<file path="src/rtl/epd_pkg.sv">
// ----------------------------------------------------------------------------
// epd_pkg
// Shared constants and types for the EEG packet deframer.
// ----------------------------------------------------------------------------
package epd_pkg;

    localparam int BYTE_W           = 8;
    localparam int SAMPLE_W         = 24;
    localparam int CHANNEL_W        = 3;
    localparam int BYTES_PER_SAMPLE = 3;

    localparam int DEF_NUM_CHANNELS = 8;
    localparam int DEF_AUX_BYTES    = 6;

    localparam logic [BYTE_W-1:0] HEADER_BYTE = 8'hA0;
    localparam logic [BYTE_W-1:0] FOOTER_MASK = 8'hC0;

    typedef logic [BYTE_W-1:0]           byte_t;
    typedef logic signed [SAMPLE_W-1:0]  sample_t;
    typedef logic [CHANNEL_W-1:0]        channel_t;

endpackage

</file>
<file path="src/rtl/epd_ifs.sv">
// ----------------------------------------------------------------------------
// epd_ifs
// Valid/ready channels for received bytes and for decoded channel samples.
// ----------------------------------------------------------------------------
interface epd_byte_if
    import epd_pkg::*;
();
    logic  valid;
    logic  ready;
    byte_t rx_byte;

    modport source (output valid, output rx_byte, input ready);
    modport sink   (input valid, input rx_byte, output ready);
endinterface

interface epd_sample_if
    import epd_pkg::*;
();
    logic     valid;
    logic     ready;
    channel_t channel;
    sample_t  sample_value;
    logic     last;

    modport source (output valid, output channel, output sample_value, output last,
                    input ready);
    modport sink   (input valid, input channel, input sample_value, input last,
                    output ready);
endinterface

</file>
<file path="src/rtl/epd_front.sv">
// ----------------------------------------------------------------------------
// epd_front
// Packet framing state machine; gathers channel samples and pushes a packet
// on a good footer.
// ----------------------------------------------------------------------------
module epd_front
    import epd_pkg::*;
#(
    parameter int NUM_CHANNELS = DEF_NUM_CHANNELS,
    parameter int AUX_BYTES    = DEF_AUX_BYTES
)
(
    input  logic                                 clk,
    input  logic                                 rst_n,
    epd_byte_if.sink                             in_bytes,
    output logic                                 push_valid,
    input  logic                                 push_ready,
    output logic [NUM_CHANNELS-1:0][SAMPLE_W-1:0] push_data
);

    localparam int CH_W     = (NUM_CHANNELS > 1) ? $clog2(NUM_CHANNELS) : 1;
    localparam int AUX_W    = (AUX_BYTES > 1) ? $clog2(AUX_BYTES) : 1;
    localparam int AUX_LAST = (AUX_BYTES > 0) ? AUX_BYTES - 1 : 0;

    localparam logic [2:0] ST_IDLE   = 3'd0;
    localparam logic [2:0] ST_SEQ    = 3'd1;
    localparam logic [2:0] ST_DATA   = 3'd2;
    localparam logic [2:0] ST_AUX    = 3'd3;
    localparam logic [2:0] ST_FOOTER = 3'd4;

    logic [2:0]       state_reg, state_next;
    logic [CH_W-1:0]  ch_cnt_reg, ch_cnt_next;
    logic [1:0]       byte_cnt_reg, byte_cnt_next;
    logic [AUX_W-1:0] aux_cnt_reg, aux_cnt_next;
    logic [NUM_CHANNELS-1:0][SAMPLE_W-1:0] lane_reg;
    logic             accept;
    logic             footer_ok;

    assign in_bytes.ready = (state_reg != ST_FOOTER) || push_ready;
    assign accept         = in_bytes.valid && in_bytes.ready;
    assign footer_ok      = (in_bytes.rx_byte & FOOTER_MASK) == FOOTER_MASK;
    assign push_valid     = in_bytes.valid && (state_reg == ST_FOOTER) && footer_ok;
    assign push_data      = lane_reg;

    always_comb
    begin
        state_next    = state_reg;
        ch_cnt_next   = ch_cnt_reg;
        byte_cnt_next = byte_cnt_reg;
        aux_cnt_next  = aux_cnt_reg;
        if (accept)
        begin
            unique case (state_reg)
                ST_IDLE:
                begin
                    if (in_bytes.rx_byte == HEADER_BYTE)
                    begin
                        state_next = ST_SEQ;
                    end
                end
                ST_SEQ:
                begin
                    state_next    = ST_DATA;
                    ch_cnt_next   = '0;
                    byte_cnt_next = '0;
                end
                ST_DATA:
                begin
                    if (byte_cnt_reg == 2'(BYTES_PER_SAMPLE - 1))
                    begin
                        byte_cnt_next = '0;
                        ch_cnt_next   = ch_cnt_reg + 1'b1;
                        if (ch_cnt_reg == CH_W'(NUM_CHANNELS - 1))
                        begin
                            aux_cnt_next = '0;
                            state_next   = (AUX_BYTES > 0) ? ST_AUX : ST_FOOTER;
                        end
                    end
                    else
                    begin
                        byte_cnt_next = byte_cnt_reg + 1'b1;
                    end
                end
                ST_AUX:
                begin
                    aux_cnt_next = aux_cnt_reg + 1'b1;
                    if (aux_cnt_reg == AUX_W'(AUX_LAST))
                    begin
                        state_next = ST_FOOTER;
                    end
                end
                ST_FOOTER:
                begin
                    // good or bad footer, the packet ends here
                    state_next = ST_IDLE;
                end
                default:
                begin
                    state_next = ST_IDLE;
                end
            endcase
        end
    end

    always_ff @(posedge clk or negedge rst_n)
    begin
        if (!rst_n)
        begin
            state_reg    <= ST_IDLE;
            ch_cnt_reg   <= '0;
            byte_cnt_reg <= '0;
            aux_cnt_reg  <= '0;
        end
        else
        begin
            state_reg    <= state_next;
            ch_cnt_reg   <= ch_cnt_next;
            byte_cnt_reg <= byte_cnt_next;
            aux_cnt_reg  <= aux_cnt_next;
        end
    end

    // sample lanes, big-endian byte order
    always_ff @(posedge clk)
    begin
        if (accept && (state_reg == ST_DATA))
        begin
            case (byte_cnt_reg)
                2'd0:    lane_reg[ch_cnt_reg][23:16] <= in_bytes.rx_byte;
                2'd1:    lane_reg[ch_cnt_reg][15:8]  <= in_bytes.rx_byte;
                default: lane_reg[ch_cnt_reg][7:0]   <= in_bytes.rx_byte;
            endcase
        end
    end

endmodule

</file>
<file path="src/rtl/epd_queue.sv">
// ----------------------------------------------------------------------------
// epd_queue
// Two-entry packet queue between the framer and the sample emitter.
// ----------------------------------------------------------------------------
module epd_queue
    import epd_pkg::*;
#(
    parameter int NUM_CHANNELS = DEF_NUM_CHANNELS
)
(
    input  logic                                  clk,
    input  logic                                  rst_n,
    input  logic                                  push_valid,
    output logic                                  push_ready,
    input  logic [NUM_CHANNELS-1:0][SAMPLE_W-1:0] push_data,
    output logic                                  pop_valid,
    input  logic                                  pop_ready,
    output logic [NUM_CHANNELS-1:0][SAMPLE_W-1:0] pop_data
);

    logic [NUM_CHANNELS-1:0][SAMPLE_W-1:0] slot_reg [2];
    logic       wr_ptr_reg, rd_ptr_reg;
    logic [1:0] count_reg, count_next;
    logic       do_push, do_pop;

    assign push_ready = (count_reg != 2'd2);
    assign pop_valid  = (count_reg != 2'd0);
    assign pop_data   = slot_reg[rd_ptr_reg];
    assign do_push    = push_valid && push_ready;
    assign do_pop     = pop_valid && pop_ready;

    always_comb
    begin
        count_next = count_reg;
        if (do_push && !do_pop)
        begin
            count_next = count_reg + 1'b1;
        end
        else if (do_pop && !do_push)
        begin
            count_next = count_reg - 1'b1;
        end
    end

    always_ff @(posedge clk or negedge rst_n)
    begin
        if (!rst_n)
        begin
            wr_ptr_reg <= 1'b0;
            rd_ptr_reg <= 1'b0;
            count_reg  <= '0;
        end
        else
        begin
            count_reg <= count_next;
            if (do_push)
            begin
                wr_ptr_reg <= ~wr_ptr_reg;
            end
            if (do_pop)
            begin
                rd_ptr_reg <= ~rd_ptr_reg;
            end
        end
    end

    always_ff @(posedge clk)
    begin
        if (do_push)
        begin
            slot_reg[wr_ptr_reg] <= push_data;
        end
    end

endmodule

</file>
<file path="src/rtl/epd_back.sv">
// ----------------------------------------------------------------------------
// epd_back
// Unpacks one queued packet into per-channel sample words.
// ----------------------------------------------------------------------------
module epd_back
    import epd_pkg::*;
#(
    parameter int NUM_CHANNELS = DEF_NUM_CHANNELS
)
(
    input  logic                                  clk,
    input  logic                                  rst_n,
    input  logic                                  pop_valid,
    output logic                                  pop_ready,
    input  logic [NUM_CHANNELS-1:0][SAMPLE_W-1:0] pop_data,
    epd_sample_if.source                          out_samples
);

    localparam int CH_W = (NUM_CHANNELS > 1) ? $clog2(NUM_CHANNELS) : 1;

    logic [NUM_CHANNELS-1:0][SAMPLE_W-1:0] pkt_reg;
    logic            busy_reg, busy_next;
    logic [CH_W-1:0] ch_reg, ch_next;
    logic            out_valid_reg, out_valid_next;
    channel_t        out_channel_reg;
    sample_t         out_sample_reg;
    logic            out_last_reg;
    logic            advance;
    logic            at_last;
    logic            load;

    assign advance   = busy_reg && (!out_valid_reg || out_samples.ready);
    assign at_last   = (ch_reg == CH_W'(NUM_CHANNELS - 1));
    assign pop_ready = !busy_reg || (advance && at_last);
    assign load      = pop_valid && pop_ready;

    assign out_samples.valid        = out_valid_reg;
    assign out_samples.channel      = out_channel_reg;
    assign out_samples.sample_value = out_sample_reg;
    assign out_samples.last         = out_last_reg;

    always_comb
    begin
        busy_next      = busy_reg;
        ch_next        = ch_reg;
        out_valid_next = out_valid_reg;
        if (out_samples.ready)
        begin
            out_valid_next = 1'b0;
        end
        if (advance)
        begin
            out_valid_next = 1'b1;
            ch_next        = ch_reg + 1'b1;
            if (at_last)
            begin
                busy_next = 1'b0;
            end
        end
        if (load)
        begin
            busy_next = 1'b1;
            ch_next   = '0;
        end
    end

    always_ff @(posedge clk or negedge rst_n)
    begin
        if (!rst_n)
        begin
            busy_reg      <= 1'b0;
            ch_reg        <= '0;
            out_valid_reg <= 1'b0;
        end
        else
        begin
            busy_reg      <= busy_next;
            ch_reg        <= ch_next;
            out_valid_reg <= out_valid_next;
        end
    end

    always_ff @(posedge clk)
    begin
        if (load)
        begin
            pkt_reg <= pop_data;
        end
        if (advance)
        begin
            out_channel_reg <= CHANNEL_W'(ch_reg);
            out_sample_reg  <= $signed(pkt_reg[ch_reg]);
            out_last_reg    <= at_last;
        end
    end

endmodule

</file>
<file path="src/rtl/eeg_packet_deframer.sv">
// ----------------------------------------------------------------------------
// eeg_packet_deframer
// Byte-serial deframer for EEG packets carrying signed 24-bit channel samples.
// ----------------------------------------------------------------------------
// packet path: footer -> queue slot -> packet register -> output register
// throughput: one byte per cycle in, one sample word per cycle out while ready
// the byte input stalls only on a footer while both packet queue slots are full
// a good packet of 3 + 3*NUM_CHANNELS + AUX_BYTES bytes yields NUM_CHANNELS samples
// reset: framer returns to header search, queue and output are emptied
// no clearing pass; sample lanes are always written before they are read
module eeg_packet_deframer
    import epd_pkg::*;
#(
    parameter int NUM_CHANNELS = DEF_NUM_CHANNELS,
    parameter int AUX_BYTES    = DEF_AUX_BYTES
)
(
    input  logic          clk,
    input  logic          rst_n,
    epd_byte_if.sink      in_bytes,
    epd_sample_if.source  out_samples
);

    // framer to queue
    logic                                  push_valid;
    logic                                  push_ready;
    logic [NUM_CHANNELS-1:0][SAMPLE_W-1:0] push_data;

    // queue to emitter
    logic                                  pop_valid;
    logic                                  pop_ready;
    logic [NUM_CHANNELS-1:0][SAMPLE_W-1:0] pop_data;

    // front: header search, byte counting, sample assembly, footer check
    epd_front #(
        .NUM_CHANNELS (NUM_CHANNELS),
        .AUX_BYTES    (AUX_BYTES)
    ) u_front (
        .clk        (clk),
        .rst_n      (rst_n),
        .in_bytes   (in_bytes),
        .push_valid (push_valid),
        .push_ready (push_ready),
        .push_data  (push_data)
    );

    // queue: holds whole accepted packets so new bytes may keep arriving
    epd_queue #(
        .NUM_CHANNELS (NUM_CHANNELS)
    ) u_queue (
        .clk        (clk),
        .rst_n      (rst_n),
        .push_valid (push_valid),
        .push_ready (push_ready),
        .push_data  (push_data),
        .pop_valid  (pop_valid),
        .pop_ready  (pop_ready),
        .pop_data   (pop_data)
    );

    // back: one sample word per channel, last flag on the final channel
    epd_back #(
        .NUM_CHANNELS (NUM_CHANNELS)
    ) u_back (
        .clk         (clk),
        .rst_n       (rst_n),
        .pop_valid   (pop_valid),
        .pop_ready   (pop_ready),
        .pop_data    (pop_data),
        .out_samples (out_samples)
    );

endmodule
</file>
<file path="src/flat_wrapper.sv">
// flat-port wrapper written by rule: the top's interface ports become plain ports
module eeg_packet_deframer_flat import epd_pkg::*;
#(
    parameter int NUM_CHANNELS = DEF_NUM_CHANNELS,
    parameter int AUX_BYTES    = DEF_AUX_BYTES
)
  (clk, rst_n, in_bytes_valid, in_bytes_rx_byte, in_bytes_ready, out_samples_valid, out_samples_channel, out_samples_sample_value, out_samples_last, out_samples_ready);
  epd_byte_if in_bytes_i ();
  epd_sample_if out_samples_i ();
  input  logic clk;
  input  logic rst_n;
  input wire logic [$bits(in_bytes_i.valid)-1:0] in_bytes_valid;
  input wire logic [$bits(in_bytes_i.rx_byte)-1:0] in_bytes_rx_byte;
  output wire logic [$bits(in_bytes_i.ready)-1:0] in_bytes_ready;
  output wire logic [$bits(out_samples_i.valid)-1:0] out_samples_valid;
  output wire logic [$bits(out_samples_i.channel)-1:0] out_samples_channel;
  output wire logic [$bits(out_samples_i.sample_value)-1:0] out_samples_sample_value;
  output wire logic [$bits(out_samples_i.last)-1:0] out_samples_last;
  input wire logic [$bits(out_samples_i.ready)-1:0] out_samples_ready;
  assign in_bytes_i.valid = in_bytes_valid;
  assign in_bytes_i.rx_byte = in_bytes_rx_byte;
  assign in_bytes_ready = in_bytes_i.ready;
  assign out_samples_valid = out_samples_i.valid;
  assign out_samples_channel = out_samples_i.channel;
  assign out_samples_sample_value = out_samples_i.sample_value;
  assign out_samples_last = out_samples_i.last;
  assign out_samples_i.ready = out_samples_ready;
  eeg_packet_deframer #(.NUM_CHANNELS(NUM_CHANNELS), .AUX_BYTES(AUX_BYTES)) u_core (.clk(clk), .rst_n(rst_n), .in_bytes(in_bytes_i), .out_samples(out_samples_i));
endmodule
</file>
<file path="config.mk">
export PLATFORM = sky130hd
export DESIGN_NAME = eeg_packet_deframer_flat
export DESIGN_NICKNAME = d
export VERILOG_FILES = /design/src/rtl/epd_pkg.sv /design/src/rtl/epd_ifs.sv /design/src/rtl/epd_front.sv /design/src/rtl/epd_queue.sv /design/src/rtl/epd_back.sv /design/src/rtl/eeg_packet_deframer.sv /design/src/flat_wrapper.sv
export SDC_FILE = /design/constraint.sdc
export NUM_CORES = 1
export LEC_CHECK = 0
export ABC_AREA = 1
export BUFFER_PORTS_ARGS = -buffer_cell sky130_fd_sc_hd__buf_2
export CAP_MARGIN = 20
export CORE_ASPECT_RATIO = 0.5
export CORE_UTILIZATION = 46
export CTS_BUF_LIST = sky130_fd_sc_hd__clkbuf_4 sky130_fd_sc_hd__clkbuf_8
export DETAILED_ROUTE_END_ITERATION = 8
export MAX_ROUTING_LAYER = met4
export PLACE_DENSITY_LB_ADDON = 0.1
export SYNTH_ARGS = -nofsm -noshare
export SYNTH_HDL_FRONTEND = slang
export SYNTH_SLANG_ARGS = --single-unit
</file>
<file path="constraint.sdc">
create_clock -name clk -period 11.18 [get_ports clk]
set_clock_uncertainty 0.05 [all_clocks]
set_input_delay 0.559 -clock clk [delete_from_list [all_inputs] [get_ports clk]]
set_output_delay 0.559 -clock clk [all_outputs]
set_load 0.01 [all_outputs]
</file>
======== Word level (Yosys, flattened, before mapping) ========
Memory sizes are Yosys's and may differ from the RTL's. A register that Yosys moved wholly into a read port is not among the register bits.
Cells that the tools add are included.
cells by class
  magnitude comparators ................... 3
  divide/modulo/power cells ............... 0
  multipliers ............................. 0
  shift-type cells ........................ 0
  add/subtract/negate cells ............... 6
  reductions and logical operators ........ 32
  bitwise logic cells ..................... 2
  eq/ne operators ......................... 17
  muxes and demuxes ....................... 35
operators with widths
  operator             number
  $bwmux 192           3
  $pmux 192 s2         1
  $demux 24 s3         3
  $bmux 24 s3          1
  $mux 24              2
  $mux 3               9
  $mux 16              1
  $reduce_bool 2->1    7
  $eq 3x3->1 const B   4
  $pmux 3 s2           2
  $pmux 3 s4           1
  $logic_and 1x1->1    11
  $ne 2x2->1 const B   5
  $add 3x1->3 const B  3
  $eq 8x8->1 const B   1
  $lt 3x4->1 const B   2
  $mux 8               1
  $mux 1               7
  $eq 3x2->1 const B   2
  $mux 2               3
  $reduce_and 5->1     1
  $add 2x1->2 const B  2
  $eq 2x2->1 const B   2
  $logic_not 1->1      4
  other kinds (13)     17
storage, ports and cells
  memories ................................ 1
  bits in latches ......................... 0
  output and inout bits ................... 30
  memory bits (writable) .................. 384
  flip-flop bits (word level) ............. 240
  bits of input ports ..................... 12
  bits in read-only memories .............. 0
memories
  name                     depth  width  read ports  clocked after Yosys merged registers in  write ports  line             source
  u_core.u_queue.slot_reg  2      192    1           1                                        1            epd_queue.sv:21  logic [NUM_CHANNELS-1:0][SAMPLE_W-1:0] slot_reg [2];

======== Depth between registers and ports, before layout ========
Gate-level depths: netlist of the first run.
  word-level depth ........................ 9
  gate-level depth with buffers ........... 9
  depth with buffers taken out ............ 9

======== By module ========
A second synthesis of the first run with hierarchy kept.
second synthesis, totals
  cell total of the unflattened synthesis .. 2900
  area, all modules ....................... 33332.0 um^2
by module, submodules not included
  module     seq. area each (um^2)  cells an instance  area an instance (um^2)  instances
  epd_queue  11631.2                1032               14287.5                  1
  epd_front  6040.8                 977                9586.7                   1
  epd_back   6731.5                 891                9457.8                   1

======== Least setup slack after synthesis of the first run ========
No wires, ideal clock.
  path kind ............................... in2reg
  start point ............................. input port in_bytes_rx_byte[6]
  end point ............................... memory u_core.u_queue.slot_reg[1][0] in the netlist's numbering, enable pin
  path buffers ............................ 1
  arrival time ............................ 9080 ps
  slack ................................... 1302 ps
  data required time ...................... 10382 ps
  cell stages on the path ................. 5
  cell sequence ........................... clkbuf_1 nand3_1 nor2_1 nand2_1 nor2_1
on the way
  longest elaborated chain between the ends .. 5
RTL lines
  what                          line                source
  from (decl)                   flat_wrapper.sv:13  input wire logic [$bits(in_bytes_i.rx_byte)-1:0] in_bytes_rx_byte;
  $eq 2x2->1                    epd_front.sv:41     assign footer_ok = (in_bytes.rx_byte & FOOTER_MASK) == FOOTER_MASK;
  $logic_and 1x1->1             epd_front.sv:42     assign push_valid = in_bytes.valid && (state_reg == ST_FOOTER) && footer_ok;
  $logic_and 1x1->1             epd_queue.sv:29     assign do_push = push_valid && push_ready;
  $mux 1                        epd_queue.sv:69     if (do_push)
  $mux 1 (implied by the code)  epd_queue.sv:71     slot_reg[wr_ptr_reg] <= push_data;
  to (decl)                     epd_queue.sv:21
No other way between the ends.

==> flow_summary.json, run 1 <==
{
  "placement.io_buffers": 41,
  "actual_slew_at_the_worst_max_slew_pin_ns": 1.10,
  "die_w_um": 376,
  "synth_enable_flop_cells": 796,
  "rows": 68,
  "core_area_mm2": 0.0691,
  "io_pins": 42,
  "fp.dieArea_mm2": 0.0711,
  "clk_latency_ns": 0.74,
  "dr_wl_met2_mm": 38.0,
  "rsz_0062_raised_after_global_routing": "no",
  "cap_violations": 0,
  "cts-root-buf": "clkbuf_8",
  "hold_ws_ns": 0.196,
  "syn_inst": 2643,
  "leakage_nw": 13.4,
  "dr_total_vias": 19700,
  "ys_ff_latch": 816,
  "crit_fanout": 63,
  "cts_max_path_buffers": 3,
  "cts_buffers": 115,
  "setup_tns_ns": 0,
  "finalMaxSlewViolations": 0,
  "dp_hpwl_mm": 44.6,
  "syn2layout_area_growth_pct": 10.4,
  "synthesis.area_mm2": 0.0322,
  "ys_top_cells_by_count": "926 x nand2_1, 796 x edfxtp_1, 305 x o21ai_0, 169 x nor2_1, 130 x inv_1",
  "synth-main-ff-cell": "edfxtp_1",
  "postCtsResizedCells": 0,
  "cts-hold-fix-buffers": 2,
  "f_max_mhz": 286,
  "met3_length_mm": 5.62,
  "powerDensity_mw_per_mm2": 261,
  "hold_violations": 0,
  "worst_setup_path_end_kind": "flop",
  "cts_htree_levels": 3,
  "reg2reg_setup_slack_ns": 7.69,
  "fin_crit_sh_pct": 31.2,
  "setup_viol": 0,
  "tmin_final_ns": 3.49,
  "remaining_drc_errors": 0,
  "totalWireLength_mm": 81.7,
  "initial_core_util_pct": 46.6,
  "worstPathArrival_ns": 3.79,
  "postCtsSetupBuffers": 0,
  "synthMostInstantiatedCell": "nand2_1",
  "detail_route.wl_per_cell_um": 21.9,
  "grt-ovfl-total": 0,
  "grt_start_max_net_pins": 135,
  "post_layout_nonfiller_instances": 3735,
  "viasPerCell": 5.28,
  "grt_antenna_before_repair": 3,
  "outcome": "complete, no violations",
  "slew_headroom_pct": 26.7,
  "drt_first_iter_violations": 1971,
  "yosysWarningCount": 0,
  "max-vdd-ir-drop_mv": 0.172,
  "required_ns": 11.47,
  "tritoncts_clock_tree": "done",
  "layout-drive-gt1-share_pct": 10.2,
  "crit_type": "reg -> reg",
  "grt_pass1_vias": 18700,
  "grt_first_pass_wirelength_mm": 121,
  "place_congestion": 0.778,
  "clock_sink_count": 816,
  "cts.clk_slew.worst_paths_ns": 0.07,
  "postRouteAntennaNets": 0,
  "syn_avg_cell_area_um2": 12.2,
  "worstHoldPathType": "in -> reg",
  "synthDominantAreaCellType": "edfxtp_1",
  "mappedNetlistNets": 2662,
  "wl_met1_mm": 36.2,
  "synth.distinct_cells": 30,
  "synth_top_cell_area_share_pct": 74.3,
  "numPlacedInstances": 3525,
  "layout.nets": 2720,
  "die_h_um": 189,
  "asyncSetResetFlopFracSynth_pct": 2.45,
  "netlist_top_cells_area": "edfxtp_1 74%, nand2_1 11%, o21ai_0 4.7%",
  "drt-pass1-iter-count": 6,
  "ys_seq_area_share_pct": 75.8,
  "critPathLaunchType": "flop",
  "overall_global_routing_usage_pct": 23.8,
  "highest-signal-layer": "met4"
}
[worst max-delay path, stage by stage (launching register included)]
cell     delay, ns
dfrtp_1       0.44
nor2_1        0.20
nand2_1       0.11
inv_1         0.15
nand3_1       0.46
nor2_4        0.72
buf_4         0.92
[per-layer routing]
layer | track usage, % | vias up
met5 | - | -
met4 | 7.10 | 0
met3 | 3.98 | 138
met1 | 32.8 | 9689
met2 | 36.7 | 656
li1 | - | 9223
[through the flow]
step | setup slack (ns) | area, um^2 | power, mW | util, %
CTS | 7.13 | 35500 | 9.36 | 51.4
floorplan | 1.30 | 32200 | 6.03 | -
finish | 7.69 | 35500 | 9.29 | 51.4
global placement | 7.22 | 33300 | 7.05 | 48.2
detailed placement | 7.16 | 33300 | 7.10 | 48.2
global route | 7.51 | 35500 | 9.78 | 51.4
[report_power, final]
part	leakage (nW)	total [mW]	switching (mW)	internal [mW]
Sequential	7.51	4.50	0.297	4.20
Clock	1.15	2.27	1.11	1.15
Combinational	4.75	2.52	1.94	0.582
Total	13.4	9.29	3.35	5.94
[cell usage in the layout, fill, tap and decap left out, types with 7 or more instances in the layout]
cell | Yosys | routed
buf_2 | 37 | 41
buf_4 | 3 | 32
clkbuf_4 | 0 | 51
clkbuf_8 | 0 | 117
clkinv_1 | 1 | 28
dfrtp_1 | 20 | 17
edfxtp_1 | 796 | 796
ha_1 | 7 | 7
inv_1 | 130 | 128
nand2_1 | 926 | 925
nand3_1 | 41 | 41
nor2_1 | 169 | 165
o21ai_0 | 305 | 305
o21ai_1 | 24 | 23
o22ai_1 | 45 | 45
[kinds of logic (layout without fill, tap and decap cells)]
| family | after synthesis | after routing | synth area share [%] |
|---|---|---|---|
| and+or+nand+nor | 1147 | 1147 | 13.8 |
| DFF | 816 | 816 | 75.8 |
| buffers and inverters | 271 | 416 | 3.46 |
| AOI/OAI and AO/OA | 398 | 398 | 6.56 |
| other | 0 | 2 | 0 |
| adders and majority gates | 7 | 7 | 0.272 |
| xor gates and xnor gates | 4 | 4 | 0.109 |
[final cells by class]
type                    count  area, um^2
diodes                      2        5.00
clock buffers             168        1990
clock inverters            36         175
fillers                  5993       33500
inverters                 134         524
multi-input cells        1556        6710
flip-flops and latches    816       24400
well taps                 945        1180
repair buffers             78         533
[worst paths after layout]
path / start / endpoint / cells past startpoint
worst max-delay path: u_core.u_front.state_reg[2] / flop / 6
worst min-delay path: in_bytes_valid / u_core.u_front.byte_cnt_reg[1] / 4
worst max register to register: u_core.u_front.state_reg[2] / flop / 6
worst min register to register: flop / u_core.u_queue.slot_reg[1][115] / 0
max in group asynchronous: rst_n / u_core.u_queue.rd_ptr_reg / 2
min in group asynchronous: rst_n / u_core.u_back.ch_reg[0] / 2
Power figures use the tool's default switching activity.
==> run 2, diff against run 1 <==
==> constraint.sdc (replaced) <==
create_clock -name clk -period 3.1 [get_ports clk]
set_clock_uncertainty 0.05 [all_clocks]
set_input_delay 0.155 -clock clk [delete_from_list [all_inputs] [get_ports clk]]
set_output_delay 0.155 -clock clk [all_outputs]
set_load 0.01 [all_outputs]
==> run 2 against run 1 <==
Compared with the run above:
- count of clock-buffer cells in the layout shrank 2
- combinational power grew to 3.7 times the previous value
- highest routed layer unchanged
- utilization grew 0.71 points
- worst hold slack lost 0.0054 ns
==> flow_summary.json, run 2 (synthesis results as in run 1) <==
{
  "outcome": "complete, no violations",
  "worst_setup_path_end_kind": "flop",
  "r2r_start": "u_core.u_back.ch_reg[0]",
  "overall_global_routing_usage_pct": 24.0,
  "critPathLaunchType": "flop",
  "remaining_drc_errors": 0,
  "wl_met1_mm": 39.0,
  "io_pins": 42,
  "setup_tns_ns": 0,
  "dr_total_vias": 19700,
  "reg2reg_setup_slack_ns": 0.72,
  "detail_route.wl_per_cell_um": 21.6,
  "totalPowerFinal_mw": 33.6,
  "rsz_0062_raised_after_global_routing": "no",
  "met3_length_mm": 5.87,
  "clk_latency_ns": 0.75,
  "crit_type": "reg -> reg",
  "cts_buffers": 117,
  "numPlacedInstances": 3553,
  "f_max_mhz": 421,
  "cap_violations": 0,
  "grt-ovfl-total": 0,
  "cts.clk_slew.worst_paths_ns": 0.06,
  "tritoncts_clock_tree": "done",
  "most-common-layout-cells": "923 x nand2_1, 796 x edfxtp_1, 305 x o21ai_0",
  "die_w_um": 376,
  "totalWireLength_mm": 81.2,
  "grt_antenna_before_repair": 1,
  "fp.dieArea_mm2": 0.0711,
  "tmin_final_ns": 2.38,
  "clock_sink_count": 816,
  "layout.nets": 2759,
  "fin_crit_sh_pct": 76.7,
  "setup_viol": 0,
  "die_h_um": 189,
  "core_area_mm2": 0.0691,
  "drt-pass1-iter-count": 5,
  "worstPathArrival_ns": 2.70,
  "crit_fanout": 76,
  "placement.io_buffers": 41,
  "highest-signal-layer": "met4",
  "dp_hpwl_mm": 46.4,
  "detailedPlace.worstSlack_ns": 0.733,
  "cts_max_path_buffers": 3,
  "max-vdd-ir-drop_mv": 0.958,
  "fin_util_pct": 52.1,
  "crit_path_end": "u_core.u_back.pkt_reg[29]",
  "powerDensity_mw_per_mm2": 934,
  "leakage_nw": 13.6,
  "cts-root-buf": "clkbuf_8",
  "grt_start_max_net_pins": 144,
  "layout-drive-gt1-share_pct": 11.0,
  "fill_cell_total_of_the_finished_layout": 6025,
  "hold_violations": 0,
  "syn2layout_area_growth_pct": 12.0,
  "dr_wl_met2_mm": 34.8,
  "cts_htree_levels": 3,
  "postRouteAntennaNets": 0,
  "leading_cell_type_in_the_layout_fill_and_taps_excluded": "nand2_1",
  "r2r_cells": 7,
  "fin_ws_ns": 0.723,
  "required_ns": 3.43,
  "worstSetupStartpoint": "u_core.u_back.ch_reg[0]",
  "grt_pass1_vias": 18800,
  "viasPerCell": 5.24,
  "initial_core_util_pct": 46.6,
  "worstHoldPathType": "in -> reg",
  "rows": 68,
  "drt_first_iter_violations": 1977,
  "slew_headroom_pct": 37.3,
  "post_layout_nonfiller_instances": 3767,
  "actual_slew_at_the_worst_max_slew_pin_ns": 0.941,
  "postCtsResizedCells": 0,
  "grt_first_pass_wirelength_mm": 122,
  "regToRegEndpoint": "u_core.u_back.pkt_reg[29]",
  "finalMaxSlewViolations": 0,
  "place_congestion": 0.817
}
run 2: changes by cell type in the layout (fill, tap and decap cells not counted), moves of 3 or more:
cell / delta
clkinvlp_4: +3
a21oi_1: +3
dlygate4sd3_1: +10
buf_4: +11
clkinv_2: -4
a21oi_2: -3
buf_12: +16
clkbuf_4: -3
run 2: cell type report:
class | instances | area [um^2] | share of cell area [%]
Multi-Input combinational cell | 1556 | 6720 | 18.7
Timing Repair Buffer | 115 | 1040 | 2.88
Clock inverter | 34 | 169 | 0.469
Inverter | 134 | 518 | 1.44
Tap cell | 945 | 1180 | 3.28
Clock buffer | 166 | 1980 | 5.51
Sequential cell | 816 | 24400 | 67.8
Antenna cell | 1 | 2.50 | 0.00695
run 2: stage by stage:
| step | hold WS [ns] | area (um^2) |
|---|---|---|
| after global placement | 0.0913 | 33700 |
| after floorplan | -0.191 | 32200 |
| after CTS | 0.115 | 36000 |
| after detailed placement | 0.0972 | 33700 |
| after global routing | 0.198 | 36000 |
| final | 0.191 | 36000 |
run 2: worst min path at each step:
stage | start | to | slack [ns] | depth (start not counted)
CTS | out_samples_ready | u_core.u_back.out_samples.valid | 0.11 | 5
global route | out_samples_ready | u_core.u_back.out_samples.valid | 0.20 | 5
floorplan | rst_n | u_core.u_back.busy_reg | -0.19 | 0
finish | out_samples_ready | u_core.u_back.out_samples.valid | 0.19 | 5
global placement | rst_n | u_core.u_back.out_samples.valid | 0.09 | 1
detailed placement | rst_n | u_core.u_back.out_samples.valid | 0.1 | 1
run 2: critical path, cell delays in order (launching register included):
cell and delay [ns]:
dfrtp_4 0.60, ha_2 0.23, ha_2 0.17, nand2_1 0.06
nand2_1 0.09, nand2_2 0.12, clkinvlp_4 0.21, buf_12 0.37
run 2: routing by layer:
| layer | vias to the layer above | global-route usage, % |
|---|---|---|
| met1 | 9697 | 36.3 |
| met3 | 131 | 4.81 |
| met2 | 620 | 33.0 |
| met5 | - | - |
| li1 | 9298 | - |
| met4 | 0 | 6.47 |
run 2: timing repair:
item	4_1_cts	5_1_grt
hold buffers	12	0
setup buffers	0	0
endpoints found under the hold margin	95	0
run 2: power breakdown:
part           internal (mW)  leakage, nW  switching, mW
registers               15.2         7.51          0.965
logic                   2.38         4.98           7.02
clock network           4.08         1.13           4.04
total                   21.6         13.6           12.0
